==> src/hw/rtl/bship_pkg.sv <==
// Shared constants, types and operation codes of the Burning Ship escape-time block.
`default_nettype none

package bship_pkg;

	// Fixed-point format of the point c
	localparam int FRAC_BITS   = 26;
	localparam int COORD_WIDTH = 32;

	// z register width: a step from a non-escaped z stays below 2^(FRAC_BITS+4)
	localparam int ZW = FRAC_BITS + 5;
	// Magnitude width fed to the multiplier
	localparam int MW = FRAC_BITS + 4;
	// Product width and sum-of-squares width
	localparam int PW = 2 * MW;
	localparam int SW = PW + 1;
	// Width for the magnitude check of the raw input point
	localparam int XW = ((COORD_WIDTH > ZW) ? COORD_WIDTH : ZW) + 1;

	// Escape threshold: 4.0 at double fraction width
	localparam logic [SW-1:0] ESC_TH = SW'(1) << (2 * FRAC_BITS + 2);
	// Radius 2.0 at input scale
	localparam logic [XW-1:0] LIM_X  = XW'(1) << (FRAC_BITS + 1);

	// Iteration count and configuration port
	localparam int CNT_W   = 8;
	localparam int CFG_W   = 8;
	localparam int CFG_IDX_W = 1;
	localparam logic [CFG_IDX_W-1:0] REG_MAX_ITER = 1'd0;
	localparam logic [CFG_IDX_W-1:0] REG_FLIP     = 1'd1;
	localparam logic [CNT_W-1:0] MAX_ITER_RST = 8'd96;
	localparam logic FLIP_RST = 1'b1;

	// Palette bands in percent
	localparam int PAL_W     = 3;
	localparam int PAL_CMP_W = CNT_W + 7;
	localparam int PAL_SCALE = 100;
	localparam int PAL_BAND1 = 12;
	localparam int PAL_BAND2 = 30;
	localparam int PAL_BAND3 = 55;
	localparam int PAL_BAND4 = 80;
	localparam logic [PAL_W-1:0] PAL_INSIDE = 3'd0;
	localparam logic [PAL_W-1:0] PAL_C1     = 3'd1;
	localparam logic [PAL_W-1:0] PAL_C2     = 3'd2;
	localparam logic [PAL_W-1:0] PAL_C3     = 3'd3;
	localparam logic [PAL_W-1:0] PAL_C4     = 3'd4;
	localparam logic [PAL_W-1:0] PAL_C5     = 3'd5;

	// Shared multiplier operations
	typedef logic [1:0] mul_op_t;
	localparam mul_op_t MUL_IDLE = 2'd0;
	localparam mul_op_t MUL_RR   = 2'd1;
	localparam mul_op_t MUL_II   = 2'd2;
	localparam mul_op_t MUL_RI   = 2'd3;

	// Sequencer to datapath control
	typedef struct packed {
		logic    load;
		mul_op_t mul_op;
		logic    update;
	} dp_ctl_t;

endpackage

`default_nettype wire

==> src/hw/rtl/burning_ship_escape_time.sv <==
// Top level: configuration registers, iteration sequencer and result register.
//
// Usage: drive c_real/c_imag (signed, FRAC_BITS fraction bits) and raise start
// while busy is low; that edge accepts the transaction. busy stays high until
// the result is out. done rises for exactly one cycle with escape_count,
// inside_set and palette_class; the receiver cannot hold it off, so sample it.
// With max_iterations = 0 the sequencer goes straight to FINISH. Otherwise each
// step runs SQ_RE, SQ_IM and TEST, then UPDATE if it does not end there, because
// one multiplier is reused for re^2, im^2 and |re||im|, then the new z is formed.
// Stepping ends when z escapes or after max_iterations steps.
// busy falls as done rises, so the next transaction may start in the done cycle.
// Configuration: cfg_wr_en with cfg_index (0 max_iterations, 1 flip_imag) and
// cfg_wdata; write only while busy is low. Reset (arst_n low) returns to idle
// with max_iterations = 96 and flip_imag = 1, and drops done.
`default_nettype none

module burning_ship_escape_time (
	input  wire logic                                     clk,
	input  wire logic                                     arst_n,
	input  wire logic                                     cfg_wr_en,
	input  wire logic [bship_pkg::CFG_IDX_W-1:0]          cfg_index,
	input  wire logic [bship_pkg::CFG_W-1:0]              cfg_wdata,
	input  wire logic                                     start,
	output logic                                          busy,
	input  wire logic signed [bship_pkg::COORD_WIDTH-1:0] c_real,
	input  wire logic signed [bship_pkg::COORD_WIDTH-1:0] c_imag,
	output logic                                          done,
	output logic [bship_pkg::CNT_W-1:0]                   escape_count,
	output logic                                          inside_set,
	output logic [bship_pkg::PAL_W-1:0]                   palette_class
);

	localparam logic [2:0] ST_IDLE   = 3'd0;
	localparam logic [2:0] ST_SQ_RE  = 3'd1;
	localparam logic [2:0] ST_SQ_IM  = 3'd2;
	localparam logic [2:0] ST_TEST   = 3'd3;
	localparam logic [2:0] ST_UPDATE = 3'd4;
	localparam logic [2:0] ST_FINISH = 3'd5;

	logic [2:0]                  state_q;
	logic [bship_pkg::CNT_W-1:0] max_iter_q;
	logic                        flip_q;
	logic [bship_pkg::CNT_W-1:0] n_q;
	logic [bship_pkg::CNT_W:0]   n_inc;
	logic                        accept;
	logic                        escaped;
	bship_pkg::dp_ctl_t          ctl;

	logic                        cls_inside;
	logic [bship_pkg::PAL_W-1:0] cls_pal;

	logic                        done_q;
	logic [bship_pkg::CNT_W-1:0] escape_count_q;
	logic                        inside_set_q;
	logic [bship_pkg::PAL_W-1:0] palette_class_q;

	assign busy   = (state_q != ST_IDLE);
	assign accept = start && !busy;
	assign n_inc  = {1'b0, n_q} + 1'b1;

	// Hold configuration registers
	always_ff @(posedge clk or negedge arst_n) begin
		if (!arst_n) begin
			max_iter_q <= bship_pkg::MAX_ITER_RST;
			flip_q     <= bship_pkg::FLIP_RST;
		end else if (cfg_wr_en) begin
			unique case (cfg_index)
				bship_pkg::REG_MAX_ITER: max_iter_q <= cfg_wdata;
				bship_pkg::REG_FLIP:     flip_q     <= cfg_wdata[0];
				default: begin
				end
			endcase
		end
	end

	// Drive the datapath from the sequencer state
	always_comb begin
		ctl.load   = accept;
		ctl.update = (state_q == ST_UPDATE);
		unique case (state_q)
			ST_SQ_RE: ctl.mul_op = bship_pkg::MUL_RR;
			ST_SQ_IM: ctl.mul_op = bship_pkg::MUL_II;
			ST_TEST:  ctl.mul_op = bship_pkg::MUL_RI;
			default:  ctl.mul_op = bship_pkg::MUL_IDLE;
		endcase
	end

	bship_datapath u_dp (
		.clk     (clk),
		.ctl     (ctl),
		.flip    (flip_q),
		.c_real  (c_real),
		.c_imag  (c_imag),
		.escaped (escaped)
	);

	// Advance the sequencer and the step counter
	always_ff @(posedge clk or negedge arst_n) begin
		if (!arst_n) begin
			state_q <= ST_IDLE;
			n_q     <= '0;
		end else begin
			unique case (state_q)
				ST_IDLE: begin
					if (accept) begin
						n_q     <= '0;
						state_q <= (max_iter_q == '0) ? ST_FINISH : ST_SQ_RE;
					end
				end
				ST_SQ_RE:  state_q <= ST_SQ_IM;
				ST_SQ_IM:  state_q <= ST_TEST;
				ST_TEST: begin
					if (escaped) begin
						state_q <= ST_FINISH;
					end else if (n_inc == {1'b0, max_iter_q}) begin
						n_q     <= max_iter_q;
						state_q <= ST_FINISH;
					end else begin
						state_q <= ST_UPDATE;
					end
				end
				ST_UPDATE: begin
					n_q     <= n_inc[bship_pkg::CNT_W-1:0];
					state_q <= ST_SQ_RE;
				end
				ST_FINISH: state_q <= ST_IDLE;
				default:   state_q <= ST_IDLE;
			endcase
		end
	end

	bship_class u_class (
		.count  (n_q),
		.limit  (max_iter_q),
		.in_set (cls_inside),
		.pal    (cls_pal)
	);

	// Strobe the result for one cycle
	always_ff @(posedge clk or negedge arst_n) begin
		if (!arst_n) begin
			done_q <= 1'b0;
		end else begin
			done_q <= (state_q == ST_FINISH);
		end
	end

	// Capture the result fields
	always_ff @(posedge clk) begin
		if (state_q == ST_FINISH) begin
			escape_count_q  <= n_q;
			inside_set_q    <= cls_inside;
			palette_class_q <= cls_pal;
		end
	end

	assign done          = done_q;
	assign escape_count  = escape_count_q;
	assign inside_set    = inside_set_q;
	assign palette_class = palette_class_q;

	a_start_busy: assert property (@(posedge clk) disable iff (!arst_n)
		accept |=> busy)
		else $error("accepted transaction did not raise busy");

	a_done_single: assert property (@(posedge clk) disable iff (!arst_n)
		done |=> !done)
		else $error("done held longer than one cycle");

	a_busy_fall_done: assert property (@(posedge clk) disable iff (!arst_n)
		$fell(busy) |-> done)
		else $error("busy dropped without a result");

	a_inside_class: assert property (@(posedge clk) disable iff (!arst_n)
		done |-> (inside_set == (palette_class == bship_pkg::PAL_INSIDE)))
		else $error("palette class disagrees with inside flag");

	a_count_limit: assert property (@(posedge clk) disable iff (!arst_n)
		done |-> (escape_count <= max_iter_q))
		else $error("escape count beyond iteration limit");

endmodule

`default_nettype wire

==> src/hw/rtl/bship_mul.sv <==
// Shared unsigned multiplier for squares and the cross product of z.
`default_nettype none

module bship_mul (
	input  wire logic [bship_pkg::MW-1:0] a,
	input  wire logic [bship_pkg::MW-1:0] b,
	output logic      [bship_pkg::PW-1:0] prod
);

	// Form the exact double-width product
	assign prod = bship_pkg::PW'(a) * bship_pkg::PW'(b);

endmodule

`default_nettype wire

==> src/hw/rtl/bship_class.sv <==
// Palette classifier: maps an escape count and limit to the colour band.
`default_nettype none

module bship_class (
	input  wire logic [bship_pkg::CNT_W-1:0] count,
	input  wire logic [bship_pkg::CNT_W-1:0] limit,
	output logic                             in_set,
	output logic      [bship_pkg::PAL_W-1:0] pal
);

	logic [bship_pkg::PAL_CMP_W-1:0] cnt_scaled;
	logic [bship_pkg::PAL_CMP_W-1:0] lim_b1;
	logic [bship_pkg::PAL_CMP_W-1:0] lim_b2;
	logic [bship_pkg::PAL_CMP_W-1:0] lim_b3;
	logic [bship_pkg::PAL_CMP_W-1:0] lim_b4;

	// Scale both sides so the band tests are exact integer compares
	assign cnt_scaled = bship_pkg::PAL_CMP_W'(count)
		* bship_pkg::PAL_CMP_W'(bship_pkg::PAL_SCALE);
	assign lim_b1 = bship_pkg::PAL_CMP_W'(limit) * bship_pkg::PAL_CMP_W'(bship_pkg::PAL_BAND1);
	assign lim_b2 = bship_pkg::PAL_CMP_W'(limit) * bship_pkg::PAL_CMP_W'(bship_pkg::PAL_BAND2);
	assign lim_b3 = bship_pkg::PAL_CMP_W'(limit) * bship_pkg::PAL_CMP_W'(bship_pkg::PAL_BAND3);
	assign lim_b4 = bship_pkg::PAL_CMP_W'(limit) * bship_pkg::PAL_CMP_W'(bship_pkg::PAL_BAND4);

	assign in_set = (count == limit);

	// Inside points get PAL_INSIDE; else pick the lowest band that the count fraction falls under
	always_comb begin
		priority if (in_set) begin
			pal = bship_pkg::PAL_INSIDE;
		end else if (cnt_scaled < lim_b1) begin
			pal = bship_pkg::PAL_C1;
		end else if (cnt_scaled < lim_b2) begin
			pal = bship_pkg::PAL_C2;
		end else if (cnt_scaled < lim_b3) begin
			pal = bship_pkg::PAL_C3;
		end else if (cnt_scaled < lim_b4) begin
			pal = bship_pkg::PAL_C4;
		end else begin
			pal = bship_pkg::PAL_C5;
		end
	end

endmodule

`default_nettype wire

==> src/hw/rtl/bship_datapath.sv <==
// Datapath: z and c registers, product registers, escape test and z update.
`default_nettype none

module bship_datapath (
	input  wire logic                                 clk,
	input  wire bship_pkg::dp_ctl_t                   ctl,
	input  wire logic                                 flip,
	input  wire logic signed [bship_pkg::COORD_WIDTH-1:0] c_real,
	input  wire logic signed [bship_pkg::COORD_WIDTH-1:0] c_imag,
	output logic                                      escaped
);

	logic signed [bship_pkg::XW-1:0] cr_x;
	logic signed [bship_pkg::XW-1:0] ci_x;
	logic        [bship_pkg::XW-1:0] cr_abs;
	logic        [bship_pkg::XW-1:0] ci_abs;
	logic signed [bship_pkg::ZW-1:0] ci_z;
	logic signed [bship_pkg::ZW-1:0] ce_load;
	logic                            big_load;

	logic signed [bship_pkg::ZW-1:0] cr_q;
	logic signed [bship_pkg::ZW-1:0] ce_q;
	logic signed [bship_pkg::ZW-1:0] re_q;
	logic signed [bship_pkg::ZW-1:0] im_q;
	logic                            big_q;
	logic        [bship_pkg::PW-1:0] sr_q;
	logic        [bship_pkg::PW-1:0] si_q;
	logic        [bship_pkg::PW-1:0] p_q;

	logic        [bship_pkg::ZW-1:0] re_abs;
	logic        [bship_pkg::ZW-1:0] im_abs;
	logic        [bship_pkg::MW-1:0] mul_a;
	logic        [bship_pkg::MW-1:0] mul_b;
	logic        [bship_pkg::PW-1:0] prod;

	logic        [bship_pkg::SW-1:0] sq_sum;
	logic signed [bship_pkg::SW-1:0] sq_diff;
	logic signed [bship_pkg::SW-1:0] diff_sh;
	logic        [bship_pkg::PW-1:0] p_sh;
	logic signed [bship_pkg::ZW-1:0] re_next;
	logic signed [bship_pkg::ZW-1:0] im_next;

	// Check each raw coordinate magnitude against 2.0 before it is narrowed
	assign cr_x     = bship_pkg::XW'(c_real);
	assign ci_x     = bship_pkg::XW'(c_imag);
	assign cr_abs   = cr_x[bship_pkg::XW-1] ? -cr_x : cr_x;
	assign ci_abs   = ci_x[bship_pkg::XW-1] ? -ci_x : ci_x;
	assign big_load = (cr_abs > bship_pkg::LIM_X) || (ci_abs > bship_pkg::LIM_X);
	assign ci_z     = ci_x[bship_pkg::ZW-1:0];
	assign ce_load  = flip ? -ci_z : ci_z;

	// Magnitudes of the current z
	assign re_abs = re_q[bship_pkg::ZW-1] ? -re_q : re_q;
	assign im_abs = im_q[bship_pkg::ZW-1] ? -im_q : im_q;

	// Route operands to the shared multiplier
	always_comb begin
		unique case (ctl.mul_op)
			bship_pkg::MUL_RR: begin
				mul_a = re_abs[bship_pkg::MW-1:0];
				mul_b = re_abs[bship_pkg::MW-1:0];
			end
			bship_pkg::MUL_II: begin
				mul_a = im_abs[bship_pkg::MW-1:0];
				mul_b = im_abs[bship_pkg::MW-1:0];
			end
			bship_pkg::MUL_RI: begin
				mul_a = re_abs[bship_pkg::MW-1:0];
				mul_b = im_abs[bship_pkg::MW-1:0];
			end
			default: begin
				mul_a = '0;
				mul_b = '0;
			end
		endcase
	end

	bship_mul u_mul (
		.a    (mul_a),
		.b    (mul_b),
		.prod (prod)
	);

	// Escape test on the exact sum of squares, or on the flag for a too-large raw point
	assign sq_sum  = {1'b0, sr_q} + {1'b0, si_q};
	assign escaped = big_q || (sq_sum > bship_pkg::ESC_TH);

	// Next z: floor-shifted square difference and doubled cross product, plus c
	assign sq_diff = $signed({1'b0, sr_q}) - $signed({1'b0, si_q});
	assign diff_sh = sq_diff >>> bship_pkg::FRAC_BITS;
	assign p_sh    = p_q >> (bship_pkg::FRAC_BITS - 1);
	assign re_next = $signed(diff_sh[bship_pkg::ZW-1:0]) + cr_q;
	assign im_next = $signed(p_sh[bship_pkg::ZW-1:0]) + ce_q;

	// Load c, capture products, advance z
	always_ff @(posedge clk) begin
		if (ctl.load) begin
			cr_q  <= cr_x[bship_pkg::ZW-1:0];
			ce_q  <= ce_load;
			re_q  <= cr_x[bship_pkg::ZW-1:0];
			im_q  <= ce_load;
			big_q <= big_load;
		end else if (ctl.update) begin
			re_q <= re_next;
			im_q <= im_next;
		end
		unique case (ctl.mul_op)
			bship_pkg::MUL_RR: sr_q <= prod;
			bship_pkg::MUL_II: si_q <= prod;
			bship_pkg::MUL_RI: p_q  <= prod;
			default: begin
			end
		endcase
	end

endmodule

`default_nettype wire
==> config.mk <==
export PLATFORM = sky130hd
export DESIGN_NAME = burning_ship_escape_time
export DESIGN_NICKNAME = d
export VERILOG_FILES = /design/src/hw/rtl/bship_pkg.sv /design/src/hw/rtl/burning_ship_escape_time.sv /design/src/hw/rtl/bship_mul.sv /design/src/hw/rtl/bship_class.sv /design/src/hw/rtl/bship_datapath.sv
export SDC_FILE = /design/constraint.sdc
export NUM_CORES = 2
export LEC_CHECK = 0
export BUFFER_PORTS_ARGS = -buffer_cell sky130_fd_sc_hd__clkbuf_2
export CAP_MARGIN = 0
export CELL_PAD_IN_SITES_DETAIL_PLACEMENT = 2
export CELL_PAD_IN_SITES_GLOBAL_PLACEMENT = 2
export CORE_MARGIN = 2
export CORE_UTILIZATION = 40
export DETAILED_ROUTE_END_ITERATION = 16
export GPL_TIMING_DRIVEN = 0
export PLACE_DENSITY_LB_ADDON = 0.2
export SETUP_SLACK_MARGIN = 0.3
export SLEW_MARGIN = 25
export SYNTH_ARGS = -nofsm -noshare
export SYNTH_HDL_FRONTEND = slang
export SYNTH_HIERARCHICAL = 1
export SYNTH_SLANG_ARGS = --single-unit
==> constraint.sdc <==
create_clock -name clk -period 31.7 [get_ports clk]
set_input_delay 3.17 -clock clk [delete_from_list [all_inputs] [get_ports clk]]
set_output_delay 3.17 -clock clk [all_outputs]
set_load 0.05 [all_outputs]
Word level (Yosys, flattened, before mapping). Cells that the tools add are included.

Add/subtract/negate cells: 10. Multipliers: 6. $lt $le $gt $ge: 7. Equal/unequal tests: 13. Mux-type cells: 25. Bitwise operators: 1. Reduce and logical (&&, ||, !) cells: 16.

Operators with widths (number): $mux W31 (5); $pmux W30 S2 (2); $gt A33 B28 Y1 const B (2); $mux W33 (2); $neg A32 Y33 (2); $add A31 B31 Y31 (2); $add A60 B60 Y61 (1); $gt A61 B55 Y1 const B (1); $mul A30 B30 Y60 (1); $mux W30 (2); $neg A30 Y30 (2); $sub A57 B57 Y57 (1); $neg A31 Y31 (1); $mux W8 (3); $pmux W8 S3 (1); $lt A15 B12 Y1 (1); $lt A15 B13 Y1 (1); $lt A15 B14 Y1 (1); $lt A15 B15 Y1 (1); $pmux W3 S5 (1); $mul A8 B6 Y14 const B (1); $mul A8 B5 Y13 const B (1); $mul A8 B4 Y12 const B (1); $mul A8 B3 Y11 const B (1); other kinds (26) (41).

Flip-flop bits (word level): 334. Input bits: 77.

Longest topological paths before layout.
Word-level depth: 6. Depth in mapped cells: 38. Mapped depth without buffers: 36.

By module. Netlist, hierarchy kept.

Modules (own cells, without submodules): bship_mul (instances 1, cells an instance 3389, area each 29991.3 um^2, seq. area each 0.0 um^2); bship_datapath (instances 1, cells an instance 2405, area each 21828.4 um^2, seq. area each 8287.9 um^2); bship_class (instances 1, cells an instance 438, area each 3875.0 um^2, seq. area each 0.0 um^2); burning_ship_escape_time (instances 1, cells an instance 153, area each 1719.1 um^2, seq. area each 889.6 um^2).

Worst setup path after synthesis. Ideal clock, no wire load.

Path type: reg-to-reg. Start point: register state_q[0]. End point: register u_dp/p_q[55] (netlist bit) (data pin). Setup time: 0.217 ns. Arrival: 10.370 ns. Data required time: 31.483 ns. Setup slack: 21.114 ns. Stages on the path, launching flop included: 31. Path buffers: 3. Period minus slack after synthesis: 10.586 ns. Cells stage by stage: dfrtp_1 buf_2 nor2b_1 clkbuf_1 nor2b_1 a22o_1 clkbuf_1 nand2_1 fa_1 inv_1 fa_1 fa_1 inv_1 fa_1 inv_1 ha_1 ha_1 fa_1 inv_1 fa_1 inv_1 ha_1 a21oi_1 o21ai_0 a31oi_4 o31ai_4 o21ai_2 o31a_4 a31oi_4 mux2i_1 a2111oi_2.

RTL lines: start, declared (line burning_ship_escape_time.sv:40) `logic [2:0] state_q;`; start signal, assigned (line burning_ship_escape_time.sv:107) `state_q <= (max_iter_q == '0) ? ST_FINISH : ST_SQ_RE;`; end signal, assigned (line bship_datapath.sv:110) `bship_pkg::MUL_RI: p_q <= prod;`; end, declared (line bship_datapath.sv:28) `logic [bship_pkg::PW-1:0] p_q;`.

Worst setup path after layout.
Start point: register u_dp/im_q[0] (netlist bit). End point: register u_dp/si_q[58] (netlist bit) (data pin).

Word-level cells in the longest chain between the ends: 4.

Ends and longest elaborated chain: start, declared (line bship_datapath.sv:24) `logic signed [bship_pkg::ZW-1:0] im_q;`; start signal, assigned (line bship_datapath.sv:101) `im_q <= ce_load;`; start signal, assigned (line bship_datapath.sv:105) `im_q <= im_next;`; $neg A30 Y30 (line bship_datapath.sv:54) `assign im_abs = im_q[bship_pkg::ZW-1] ? -im_q : im_q;`; $mux W30 (line bship_datapath.sv:54); $pmux W30 S2 (line bship_datapath.sv:58) `unique case (ctl.mul_op)`; net u_dp.mul_a (one bit) (line bship_datapath.sv:32) `logic [bship_pkg::MW-1:0] mul_a;`; $mul A30 B30 Y60 (line bship_mul.sv:11) `assign prod = bship_pkg::PW'(a) * bship_pkg::PW'(b);`; net u_dp.prod (one bit) (line bship_datapath.sv:34) `logic [bship_pkg::PW-1:0] prod;`; end signal, assigned (line bship_datapath.sv:109) `bship_pkg::MUL_II: si_q <= prod;`; end, declared (line bship_datapath.sv:27) `logic [bship_pkg::PW-1:0] si_q;`.

The timed path passes the listed nets, and every way through them passes these cells. A chain may end at the register's enable or synchronous reset.

==> results.py <==
metrics = {
    "clock_network": {
        "clk_latency_ns": 0.63,
        "postCtsHoldBufs": 0,
        "clock-sinks": 309,
        "cts_tree": "built",
        "cts-buffers-inserted": 40,
        "cts-root-buf": "clkbuf_16",
        "clkTransAtPathRegs_ns": 0.06,
        "h-tree-depth": 2,
        "post-cts-setup-buffer-count": 0,
        "clockBufferDepth": 3,
        "cts_resized": 0,
    },
    "global_route": {
        "grt_pass1_vias": 56000,
        "grt_usage_pct": 34.5,
        "antenna_found_initial": 41,
        "grt_overflow_total": 0,
        "grt_pass1_wl_um": 373000,
        "grt_max_degree": 52,
    },
    "detailed_routing": {
        "drc_errors": 0,
        "wl_met3_um": 16700,
        "postRouteWirelength_um": 251000,
        "ant_nets": 0,
        "vias_per_cell": 5.84,
        "vias": 49400,
        "avgRoutedWirePerCell_um": 29.6,
        "first_pass_iters": 5,
        "topRoutingLayerUsed": "met5",
        "wl_met1_um": 101000,
        "wl_met2_um": 119000,
        "drt_iter0_drc": 3660,
    },
    "timing": {
        "fmax_mhz": 74.2,
        "worst_pin_slew_ns": 1.26,
        "setup_tns_ns": 0,
        "relSlewSlack_pct": 16.1,
        "fin_crit_sh_pct": 42.5,
        "setup_viol": 0,
        "fin_crit_ns": 13.47,
        "rsz0062_at_grt": "no",
        "slew_viol_final": 0,
        "final-hold-violation-count": 0,
        "skew_ns": 0.0586,
    },
    "die": {
        "core_area_um2": 143000,
        "rows": 139,
        "dieArea_um2": 147000,
        "die_x_um": 383,
        "initial_core_util_pct": 40.2,
        "io_pins": 91,
        "die_height_um": 383,
    },
    "status": {
        "outcome": "complete, no violations",
    },
    "synth": {
        "synth.cell_area_um2": 57400,
        "synth_top_area_share_pct": 28.3,
        "seq_area_frac_synth_pct": 16.0,
        "yosys.cell_types.count": 115,
        "yosysTopAreaCell": "fa_1",
        "syn_area_per_cell_um2": 8.99,
        "async_reset_ff_share_pct": 6.80,
        "synthCells": 6385,
        "synth_edf_count": 288,
        "dominantRegCellSynth": "edfxtp_1",
        "synth-seq-cells": 309,
        "synth_fp_nets": 7832,
        "ys_top_cells_by_area": "fa_1 28%, edfxtp_1 15%, ha_1 12%",
        "ys_warn_count": 6,
    },
    "flow_run": {
        "drv_cap": 0,
    },
    "setup_path": {
        "max_stage_delay_ns": 0.82,
        "required_ns": 31.94,
        "path_class": "reg2reg",
        "worstPathArrival_ns": 13.71,
        "end_kind": "register",
        "cp_slowest_cell": "clkbuf_1",
        "crit_path_start_kind": "register",
        "cp_common_cell": "fa_1",
        "cp_max_fo": 10,
    },
    "placed_design": {
        "io_buffer_count": 83,
        "gp_congestion": 0.953,
        "hpwl_um": 205000,
    },
    "layout": {
        "fin_util_pct": 43.4,
        "final_nets": 7967,
        "nFillCells": 15800,
        "multiInputGateArea_um2": 43200,
        "register_area_um2": 9180,
        "drive_gt1_share_pct": 4.61,
        "synthToLayoutAreaGrowth_pct": 8.05,
    },
    "hold_path": {
        "hp-class": "reg2reg",
    },
}
registers in the layout (all words and copies together) (netlist names):
name           cells
u_dp/si_q         60
u_dp/sr_q         60
palette_class      3
u_dp/im_q         31
state_q            3
u_dp/ce_q         31
max_iter_q         8
u_dp/cr_q         31
u_dp/re_q         31
u_dp/big_q         1
inside_set         1
done               1
flip_q             1
u_dp/p_q          31
n_q                8
escape_count       8
metal layers:
| layer | track usage (%) | vias to the layer above |
|---|---|---|
| met2 | 57.5 | 1701 |
| met4 | 17.0 | 22 |
| met3 | 6.01 | 607 |
| met1 | 43.1 | 26000 |
| met5 | 0 | - |
| li1 | - | 21100 |
path summary, 6_finish.rpt:
check	from	end	slack (ns)	cells after the start
worst min-delay path	n_q[4]$_DFFE_PN0P_	escape_count[4]$_DFFE_PP_	0.63	0
min in group asynchronous	arst_n	done$_DFF_PN0_	2.54	1
worst max-delay path	u_dp/im_q[0]$_DFFE_PP_	u_dp/si_q[58]$_DFFE_PP_	18.23	37
max in group asynchronous	arst_n	state_q[1]$_DFFE_PN0N_	28.72	1
worst max register to register	u_dp/im_q[0]$_DFFE_PP_	u_dp/si_q[58]$_DFFE_PP_	18.23	37
worst min register to register	n_q[4]$_DFFE_PN0P_	escape_count[4]$_DFFE_PP_	0.63	0
logic make-up after synthesis:
group	synth area share [%]
AOI/OAI and AO/OA	11.9
DFF	16.0
and+or+nand+nor	17.3
buffers and inverters	9.04
xor gates and xnor gates	4.77
muxes	0.580
adders and majority gates	40.5
synthesized netlist by cell type, types with 24 or more instances:
cell type     n
and3_1       25
o21a_1       27
inv_1      1065
xor2_1       98
nand3_1      81
a31oi_1      34
edfxtp_1    288
o21ai_0     245
or3_1        34
xnor2_1     211
nor2_1      206
ha_1        558
fa_1        812
nor3_1       86
a21oi_1     307
nor2b_1      44
a211oi_1     30
o31ai_1      62
nand2_1     675
a21o_1       90
nand4_1      45
or4_1        24
clkbuf_1    286
o21bai_1     38
nor4_1       63
nand2b_1     47
and2_1      547
stage by stage:
| stage | std cells | worst slack, ns | hold slack, ns | cell area (um2) |
|---|---|---|---|---|
| after floorplan | 6385 | 21.11 | 0.535 | 57400 |
| after global placement | 8371 | 15.73 | 0.643 | 60200 |
| after detailed placement | 8380 | 18.66 | 0.638 | 60600 |
| after CTS | 8452 | 18.52 | 0.646 | 62000 |
| after global routing | 8453 | 18.08 | 0.684 | 62000 |
| final | 8466 | 18.23 | 0.633 | 62000 |
critical path, delay by kind of cell (launching register included):
family	cells	cell delay (ns)
DFF	1	0.49
adders and majority gates	10	4.91
buffers and inverters	7	1.25
AOI/OAI and AO/OA	4	0.66
muxes	1	0.49
xor gates and xnor gates	2	0.96
and+or+nand+nor	13	4.29
cells in the final DEF (no fill, tap or decap), drive strengths merged, types with 35 or more instances in the layout:
master and instances:
inv 1066, fa 812, nand2 675, ha 558, and2 550, clkbuf 422
a21oi 313, edfxtp 288, o21ai 258, xnor2 211, nor2 206, xor2 100
a21o 90, nor3 88, nand3 81, o31ai 65, nor4 65, nand2b 47
nand4 46, nor2b 44, o21bai 38, a31oi 36, or3 35
final cells by class:
class                           count  area share [%]
Sequential cell                   309            14.8
Inverter                         1066            6.45
Timing Repair Buffer               93            1.04
Clock inverter                     21           0.355
Buffer                            309            1.97
Clock buffer                       51            1.80
Multi-Input combinational cell   4701            69.7
Tap cell                         1903            3.84
Antenna cell                       13          0.0524
Power is not shown: default switching activity piles up to over one toggle a cycle in this logic, so the estimate is an artifact.
